<file path="src/design/qebi_pkg.sv">
// types, register indexes and the encoder step table for the encoder and button front end
package qebi_pkg;

  typedef struct packed {
    logic        action;
    logic        level_a;
    logic        level_b;
    logic        button_level;
    logic [31:0] time_now;
  } in_item_t;

  typedef struct packed {
    logic signed [1:0] detent_step;
    logic              click;
    logic              long_press;
  } out_item_t;

  localparam int unsigned CFG_IDX_W = 2;
  localparam int unsigned CFG_DATA_W = 16;

  localparam logic [CFG_IDX_W-1:0] CFG_BUTTON_ACTIVE_LOW = 2'd0;
  localparam logic [CFG_IDX_W-1:0] CFG_DEBOUNCE_TIME     = 2'd1;
  localparam logic [CFG_IDX_W-1:0] CFG_LONG_PRESS_TIME   = 2'd2;

  localparam logic        ACTION_SAMPLE = 1'b0;
  localparam logic        ACTION_POLL   = 1'b1;

  localparam logic        RST_BUTTON_ACTIVE_LOW = 1'b1;
  localparam logic [15:0] RST_DEBOUNCE_TIME     = 16'd50;
  localparam logic [15:0] RST_LONG_PRESS_TIME   = 16'd1000;
  localparam logic [1:0]  RST_PREVIOUS_AB       = 2'b11;

  localparam logic signed [7:0] DETENT_LIMIT = 8'sd3;
  localparam logic signed [1:0] STEP_UP      = 2'sb01;
  localparam logic signed [1:0] STEP_DOWN    = 2'sb11;
  localparam logic signed [1:0] STEP_NONE    = 2'sb00;

  // old ab in the upper two bits, new ab in the lower two
  function automatic logic signed [1:0] step_lookup(input logic [3:0] idx);
    logic signed [1:0] s;
    unique case (idx)
      4'd1, 4'd7, 4'd8, 4'd14: s = STEP_DOWN;
      4'd2, 4'd4, 4'd11, 4'd13: s = STEP_UP;
      default: s = STEP_NONE;
    endcase
    return s;
  endfunction

endpackage

</file>
<file path="src/design/quadrature_encoder_button_input.sv">
// top level of the rotary encoder and push-button front end
//
// in channel: one item per encoder pin sample (action 0, levels a and b) or per
// poll (action 1, raw button level and a wrapping millisecond timestamp).
// out channel: exactly one item for every input item, in order. a sample gives
// an all-zero item; a poll gives the pending detent (+1/-1, else 0) and a click
// or long press flag when a debounced release is seen.
// cfg channel: index 0 button_active_low, 1 debounce_time, 2 long_press_time;
// always ready; it is to be written only while the block is idle, which the block
// itself does not enforce. other indexes are dropped. an accepted item passes the
// input register, then the state update into the result register. throughput:
// one item per cycle while the receiver does not stall, set by the accumulator
// and button state update feeding back on itself.
// reset: synchronous, active low; clears the accumulator and button state,
// previous ab to 3 and loads the register defaults.
// a stalled receiver holds the result register; one more item waits in the
// input register, after which in_ready drops until the result is taken.
module quadrature_encoder_button_input (
  input  logic                                      clk,
  input  logic                                      rst_n,
  input  logic                                      in_valid,
  output logic                                      in_ready,
  input  qebi_pkg::in_item_t                        in_data,
  output logic                                      out_valid,
  input  logic                                      out_ready,
  output qebi_pkg::out_item_t                       out_data,
  input  logic                                      cfg_valid,
  output logic                                      cfg_ready,
  input  logic [qebi_pkg::CFG_IDX_W-1:0]            cfg_index,
  input  logic [qebi_pkg::CFG_DATA_W-1:0]           cfg_data
);

  logic               in_valid_r;
  qebi_pkg::in_item_t in_data_r;
  logic               out_valid_r;
  qebi_pkg::out_item_t out_data_r, out_data_nxt;

  logic        active_low_r;
  logic [15:0] debounce_r;
  logic [15:0] long_press_r;

  logic [1:0]        prev_ab_r, prev_ab_nxt;
  logic signed [7:0] acc_r, acc_nxt;
  logic              pressed_r, pressed_nxt;
  logic              handled_r, handled_nxt;
  logic [31:0]       press_start_r, press_start_nxt;
  logic [31:0]       last_release_r, last_release_nxt;

  logic              advance;
  logic [1:0]        cur_ab;
  logic signed [1:0] step;
  logic signed [8:0] sum;
  logic              pressed_now;
  logic [31:0]       since_release;
  logic [31:0]       held;
  logic              debounced;

  assign advance   = in_valid_r && (!out_valid_r || out_ready);
  assign in_ready  = !in_valid_r || advance;
  assign out_valid = out_valid_r;
  assign out_data  = out_data_r;
  assign cfg_ready = 1'b1;

  assign cur_ab        = {in_data_r.level_a, in_data_r.level_b};
  assign step          = qebi_pkg::step_lookup({prev_ab_r, cur_ab});
  assign sum           = {acc_r[7], acc_r} + {{7{step[1]}}, step};
  assign pressed_now   = in_data_r.button_level ^ active_low_r;
  assign since_release = in_data_r.time_now - last_release_r;
  assign held          = in_data_r.time_now - press_start_r;
  assign debounced     = since_release > {16'd0, debounce_r};

  always_comb begin
    prev_ab_nxt      = prev_ab_r;
    acc_nxt          = acc_r;
    pressed_nxt      = pressed_r;
    handled_nxt      = handled_r;
    press_start_nxt  = press_start_r;
    last_release_nxt = last_release_r;
    out_data_nxt     = '0;
    if (in_data_r.action == qebi_pkg::ACTION_SAMPLE) begin
      prev_ab_nxt = cur_ab;
      // saturate instead of wrapping at the 8-bit limits
      if (sum[8] != sum[7]) begin
        acc_nxt = sum[8] ? 8'sh80 : 8'sh7f;
      end else begin
        acc_nxt = sum[7:0];
      end
    end else begin
      if (acc_r > qebi_pkg::DETENT_LIMIT || acc_r < -qebi_pkg::DETENT_LIMIT) begin
        out_data_nxt.detent_step = acc_r[7] ? qebi_pkg::STEP_DOWN : qebi_pkg::STEP_UP;
        acc_nxt = '0;
      end
      if (pressed_now && !pressed_r) begin
        if (debounced) begin
          pressed_nxt     = 1'b1;
          press_start_nxt = in_data_r.time_now;
          handled_nxt     = 1'b0;
        end
      end else if (!pressed_now && pressed_r) begin
        if (debounced && !handled_r) begin
          if (held < {16'd0, long_press_r}) begin
            out_data_nxt.click = 1'b1;
          end else begin
            out_data_nxt.long_press = 1'b1;
          end
          handled_nxt = 1'b1;
        end
        pressed_nxt      = 1'b0;
        last_release_nxt = in_data_r.time_now;
      end
    end
  end

  always_ff @(posedge clk) begin
    if (!rst_n) begin
      in_valid_r     <= 1'b0;
      out_valid_r    <= 1'b0;
      active_low_r   <= qebi_pkg::RST_BUTTON_ACTIVE_LOW;
      debounce_r     <= qebi_pkg::RST_DEBOUNCE_TIME;
      long_press_r   <= qebi_pkg::RST_LONG_PRESS_TIME;
      prev_ab_r      <= qebi_pkg::RST_PREVIOUS_AB;
      acc_r          <= '0;
      pressed_r      <= 1'b0;
      handled_r      <= 1'b0;
      press_start_r  <= '0;
      last_release_r <= '0;
    end else begin
      if (in_ready) begin
        in_valid_r <= in_valid;
      end
      if (advance) begin
        out_valid_r    <= 1'b1;
        prev_ab_r      <= prev_ab_nxt;
        acc_r          <= acc_nxt;
        pressed_r      <= pressed_nxt;
        handled_r      <= handled_nxt;
        press_start_r  <= press_start_nxt;
        last_release_r <= last_release_nxt;
      end else if (out_ready) begin
        out_valid_r <= 1'b0;
      end
      if (cfg_valid && cfg_ready) begin
        unique case (cfg_index)
          qebi_pkg::CFG_BUTTON_ACTIVE_LOW: active_low_r <= cfg_data[0];
          qebi_pkg::CFG_DEBOUNCE_TIME:     debounce_r   <= cfg_data;
          qebi_pkg::CFG_LONG_PRESS_TIME:   long_press_r <= cfg_data;
          default: ;
        endcase
      end
    end
  end

  // payload registers, no reset
  always_ff @(posedge clk) begin
    if (in_ready && in_valid) begin
      in_data_r <= in_data;
    end
    if (advance) begin
      out_data_r <= out_data_nxt;
    end
  end

endmodule

</file>
<file path="config.mk">
export PLATFORM = sky130hd
export DESIGN_NAME = quadrature_encoder_button_input
export DESIGN_NICKNAME = d
export VERILOG_FILES = /design/src/design/qebi_pkg.sv /design/src/design/quadrature_encoder_button_input.sv
export SDC_FILE = /design/constraint.sdc
export NUM_CORES = 1
export LEC_CHECK = 0
export BUFFER_PORTS_ARGS = -buffer_cell sky130_fd_sc_hd__buf_4
export CAP_MARGIN = 0
export CORE_ASPECT_RATIO = 1.4
export CORE_MARGIN = 3
export CORE_UTILIZATION = 62
export CTS_BUF_LIST = sky130_fd_sc_hd__clkbuf_16
export DETAILED_ROUTE_END_ITERATION = 8
export GPL_TIMING_DRIVEN = 0
export PLACE_DENSITY_LB_ADDON = 0.15
export REMOVE_ABC_BUFFERS = 1
export SLEW_MARGIN = 5
export SYNTH_ARGS = -nofsm -noshare
export SYNTH_HDL_FRONTEND = slang
export SYNTH_SLANG_ARGS = --single-unit
</file>
<file path="constraint.sdc">
create_clock -name clk -period 11.1 [get_ports clk]
set_clock_uncertainty 0.15 [all_clocks]
set_input_delay 2.22 -clock clk [delete_from_list [all_inputs] [get_ports clk]]
set_output_delay 2.22 -clock clk [all_outputs]
set_load 0.03 [all_outputs]
</file>
# Word-level counts from Yosys, hierarchy flattened
# Memories as Yosys holds them, arrays and structs flattened.
# Cells that the tools add are included.
# totals
register_bits	151
latchBits	0
mem_bits_rw	0
rom_bits	32
input_bits	59
mem_count	1
# classes
add_sub_neg	3
n_mul	0
div	0
order_cmp	4
eq_ne	5
shifts	0
n_mux	16
bitwise_logic	5
reduce_logical	28
# mem_list
memory	words	width	rd	rd_clocked_by_memory_dff	wr	line	text
(no name shown)	16	2	1	0	0	qebi_pkg.sv:41	unique case (idx)
# op_table
op	count
subtractor 32 bit	2
greater-than comparator 32 x 16 -> 1 bit	1
< comparator 32 x 16 -> 1 bit	1
2-to-1 mux 8 bit	4
AND reduction 2 bit	6
AND reduction 4 bit	3
2-to-1 mux 1 bit	11
adder 8 x 2 -> 9 bit	1
greater-than comparator 8 x 3 -> 1 bit, second input constant	1
< comparator 8 x 3 -> 1 bit, second input constant	1
nonzero test 2 bit	3
logical AND 1 bit	5
logical NOT 1 bit	5
AND reduction 5 bit	1
NOT 1 bit	4
OR reduction 4 bit	1
logical OR 1 bit	3
== test 2 x 1 -> 1 bit, second input constant	1
== test 2 bit, second input constant	1
logical NOT 2 bit	1
2-to-1 mux 2 bit	1
inequality test 2 x 1 -> 1 bit, second input constant	1
inequality test 2 bit, second input constant	1
inequality test 1 bit	1
bitwise XOR 1 bit	1

# Depth between registers and ports, before layout
# depth
word_depth	6
ltp_mapped	23
ltp_nobuf	23

# Worst setup path before layout
# Ideal clock, no wire load.
# synth_path
path_kind	input -> output
from	input port out_ready
to	output port in_ready
arrival_time_ps	2598
slack_ps	6132
cell_stages	2
n_path_buf	0
path_cell_list	nor2b_1 -> nand2_1
# synth_via
elab_chain_len	3
# synth_lines
element	line	text
start, declared	quadrature_encoder_button_input.sv:25	input logic out_ready,
logical OR 1 bit	quadrature_encoder_button_input.sv:58	assign advance = in_valid_r && (!out_valid_r || out_ready);
logical AND 1 bit	quadrature_encoder_button_input.sv:58	
logical OR 1 bit	quadrature_encoder_button_input.sv:59	assign in_ready = !in_valid_r || advance;
end, declared	quadrature_encoder_button_input.sv:22	output logic in_ready,
# No other way between the ends.

# Worst setup path after layout
# layout_path
from	register in_data_r[0] (netlist bit)
to	register out_data_r, in the netlist out_data[1], data pin
# layout_via
elab_chain_len	5
# layout_lines
element	line	text
start, declared	quadrature_encoder_button_input.sv:34	qebi_pkg::in_item_t in_data_r;
start signal, assigned	quadrature_encoder_button_input.sv:156	in_data_r <= in_data;
subtractor 32 bit	quadrature_encoder_button_input.sv:68	assign since_release = in_data_r.time_now - last_release_r;
greater-than comparator 32 x 16 -> 1 bit	quadrature_encoder_button_input.sv:70	assign debounced = since_release > {16'd0, debounce_r};
logical AND 1 bit	quadrature_encoder_button_input.sv:100	if (debounced && !handled_r) begin
NOT 1 bit (no line)	n/a	
OR reduction 4 bit (no line)	n/a	
end signal, assigned	quadrature_encoder_button_input.sv:159	out_data_r <= out_data_nxt;
end, declared	quadrature_encoder_button_input.sv:36	qebi_pkg::out_item_t out_data_r, out_data_nxt;
# Parallel ways exist; a longest one is shown, timed or not.
# A chain may end at the register's enable or synchronous reset.

==> results.md <==
- Status: finished clean
- Starting DRT DRC Count: 507
- Clk sinks: 151
- H-tree depth: 4
- Switching power: 0.000416 W
- Pwr Density: 125 nW/um^2
- Initial Util: 0.642
- R2R Path End: out_data[1]$_SDFFCE_PP0P_
- CP Class: flip-flop to flip-flop
- Hold-fix buffers, CTS: 0
- Initial DRT Pass Iterations: 5
- Sequential-to-total area share from yosys stat: 0.326
- Synth Area in Compound Gates: 0.215
- CP startpoint: in_data_r[0]$_DFFE_PP_
- Die area: 18600 sq um
- GRT Total Usage: 0.276
- Post-cts sizing count: 0
- Switching share of power: 0.286
- Largest area contributor in the netlist: dfxtp_1
- CP arrival: 5.50 ns
- Avg Vias per Cell: 5.93
- Share of layout cells above drive strength 1: 0.0915
- Reg2reg path depth: 22
- # diodes: 0
- Row count: 55
- Placement Cell Area: 11100 sq um
- CTS tree: done
- Largest net degree at the start of global routing: 139
- Setup crit end kind: flip-flop
- Core area: 16400 sq um
- Io pins: 66
- Finished Layout Cells: 1521
- Vias in the first global route: 8765
- Design area: 11600 sq um
- DRT antenna net count: 0
- Area growth syn-to-layout: 10.8%
- Initial antenna violation count: 0
- WHS: 0.307 ns
- Die W: 116 um
- Leakage power figure: 4.48 nW
- Internal reg-to-reg setup slack: 5.70 ns
- Fin util: 0.711
- Int Power: 0.00104 W
- # nets final: 1478
- Clock share of power: 0.393
- Max-cap violation count: 0
- Data required, critical path: 11.20 ns
- Final setup viols: 0
- Hold Path Stages: 2
- Clock latency on the worst-skew pair: 0.43 ns
- Die Ht: 160 um
- Clock Path Buffers: 2
- Yosys reg bits: 151
- Largest cells by area after synthesis: dfxtp_1 (21%), ha_1 (13%), edfxtp_1 (11%)
- Simple logic cell fraction of the synthesized area: 0.185
- Comb pwr share: 0.193
- GPL Wtd Cong: 0.954
- Post-layout minimum cycle time: 5.40 ns
- Fmax: 185 MHz
- Crit-path max FO: 3
- Detail Placement HPWL: 18900 um
- Adder-Cell Fraction of Synth Area: 0.133
- DRC: 0
- Gr ovfl total: 0
- Mean post-synth cell area: 8.28 sq um
- Worst relative slew slack: 0.170
- Main combinational cell family by area after synthesis: compound AO/OA/AOI/OAI gates
- Endpoints failing hold: 0
- RSZ-0062 raised after global routing: no
- I/O Buffers: 64
- Startpoint Class: flip-flop
- First-pass GRT wire length: 41400 um
- Final period util: 0.486
- Synth Instances: 1269
- Syn Std Cell Area: 10500 sq um
- Xor/xnor share of the synthesized area: 0.0383
- Vias: 9023
- Post-CTS Repair Setup Buffers: 0
- Hold Path Class: flip-flop to flip-flop
- Post-synthesis mux area share: 0.0394
- Setup crit end: out_data[1]$_SDFFCE_PP0P_
- Total Routed Length: 25100 um
- Synth async-reset ratio: 0
- Reg power frac: 0.414
- TNS Setup: 0 ns
- Post-synth top area share: 0.211
- Post-Place Cells: 1489
- Cell chosen for the clock root: clkbuf_16
- Final Max Tran Viols: 0
- WL per Instance: 16.5 um
- Yosys cell types: 85
- Worst slew pin tran: 1.24 ns
- Peak VDD IR: 0.100 mV
- Post-synth EDFFs: 40
- Clock Pin Slew Worst Setup and Hold Paths: 0.06 ns
- Worst r2r src: in_data_r[0]$_DFFE_PP_
- Num CTS Buffers: 17
- YS warnings: 0
- Primary FF master, synth: dfxtp_1
worst min-delay path by stage:
stage,start,to,slack [ns]
floorplan,press_start_r[10]$_SDFFE_PN0P_,press_start_r[10]$_SDFFE_PN0P_,0.28
CTS,press_start_r[2]$_SDFFE_PN0P_,press_start_r[2]$_SDFFE_PN0P_,0.31
global route,press_start_r[0]$_SDFFE_PN0P_,press_start_r[0]$_SDFFE_PN0P_,0.32
finish,press_start_r[8]$_SDFFE_PN0P_,press_start_r[8]$_SDFFE_PN0P_,0.31
global placement,press_start_r[21]$_SDFFE_PN0P_,press_start_r[21]$_SDFFE_PN0P_,0.29
detailed placement,press_start_r[27]$_SDFFE_PN0P_,press_start_r[27]$_SDFFE_PN0P_,0.30
state kept, by name, summed over array words and instances (netlist names), 2 cells and up:
| signal | cells |
|---|---|
| acc_r | 8 |
| cur_ab | 2 |
| debounce_r | 16 |
| in_data_r | 34 |
| last_release_r | 32 |
| long_press_r | 16 |
| out_data | 4 |
| press_start_r | 32 |
| prev_ab_r | 2 |
stage by stage:
step	total power [W]	setup slack [ns]
2_1_floorplan	0.000802	5.70
3_3_place_gp	0.000881	4.16
3_5_place_dp	0.000888	5.78
4_1_cts	0.00146	5.72
5_1_grt	0.00152	5.35
6_report	0.00145	5.70
cells in the final DEF, fill, tap and decap left out, types with 4 or more instances in the layout:
cell	instances
a211oi_1	9
a21boi_0	59
a21o_1	31
a21oi_1	77
a221oi_1	6
a31oi_1	10
and2_1	6
and3_1	9
buf_4	64
clkbuf_16	17
dfxtp_1	111
edfxtp_1	40
ha_1	107
inv_1	115
inv_6	4
mux2i_1	38
nand2_1	254
nand2b_1	12
nand3_1	13
nand4_1	18
nor2_1	49
nor2b_1	12
nor3_1	13
nor4_1	4
nor4b_1	4
o211ai_1	17
o21a_1	18
o21ai_0	51
o21ai_1	10
o21bai_1	6
o31ai_1	4
or4_1	7
xnor2_1	26
xor2_1	20
cells in the mapped netlist, drive strengths merged, types with 4 or more instances:
cell type,number
a31oi,10
a21o,31
nand4,18
o21a,19
a2111oi,4
nor4b,4
nor2,50
inv,114
or4,7
nand2,254
nor3,14
dfxtp,111
nor2b,13
a211oi,11
buf,9
edfxtp,40
xnor2,26
mux2i,38
o21ai,61
ha,107
clkbuf,37
xor2,20
o31ai,4
nand3,14
o21bai,6
nor4,4
a221oi,7
and2,8
nand2b,12
and3,10
o211ai,18
a21boi,59
a21oi,78
power groups by stage:
stage / registers [W] / logic [W] / clock network [W]
after floorplan: 0.000608 / 0.000194 / 0
after global placement: 0.000613 / 0.000268 / 0
after detailed placement: 0.000613 / 0.000275 / 0
after CTS: 0.000601 / 0.000278 / 0.000579
after global routing: 0.000603 / 0.000313 / 0.000603
final: 0.000601 / 0.000280 / 0.000570
cell families (layout without fill, tap and decap cells):
| group | count (synthesis) | in the layout |
|---|---|---|
| AOI/OAI and AO/OA | 335 | 335 |
| xor gates and xnor gates | 46 | 46 |
| adders and majority gates | 110 | 110 |
| buffers and inverters | 160 | 213 |
| DFF | 151 | 151 |
| muxes | 40 | 40 |
| other | 1 | 1 |
| and+or+nand+nor | 426 | 426 |
final cells by class:
type | count | area, sq um
clock inverters | 15 | 151
well taps | 199 | 249
flip-flops and latches | 151 | 3420
inverters | 114 | 428
repair buffers | 67 | 531
fillers | 1330 | 4730
multi-input cells | 958 | 6440
clock buffers | 17 | 425
critical path, cell delays in order, from the launching register on:
cell	delay (ns)
edfxtp_1	0.42
inv_1	0.12
ha_1	0.17
inv_1	0.05
fa_1	0.39
a21o_1	0.22
a221oi_2	0.47
a221oi_1	0.27
o21a_1	0.25
o21ai_0	0.16
nand2b_1	0.09
xor2_1	0.19
ha_1	0.27
nand4_1	0.13
nor2_1	0.10
a32oi_1	0.15
nand4_1	0.10
nor3_1	0.16
o211ai_1	0.11
nor4b_1	0.30
nand4_1	0.19
or4_1	0.47
nor4bb_1	0.27
layer usage:
layer	part of all wire	wire length, um	track usage
met1	0.42	10600	0.325
met2	0.50	12600	0.483
met3	0.036	906	0.0447
met4	0.041	1030	0.122
met5	0	0	0
No activity file was read; power rests on OpenSTA's default activity.
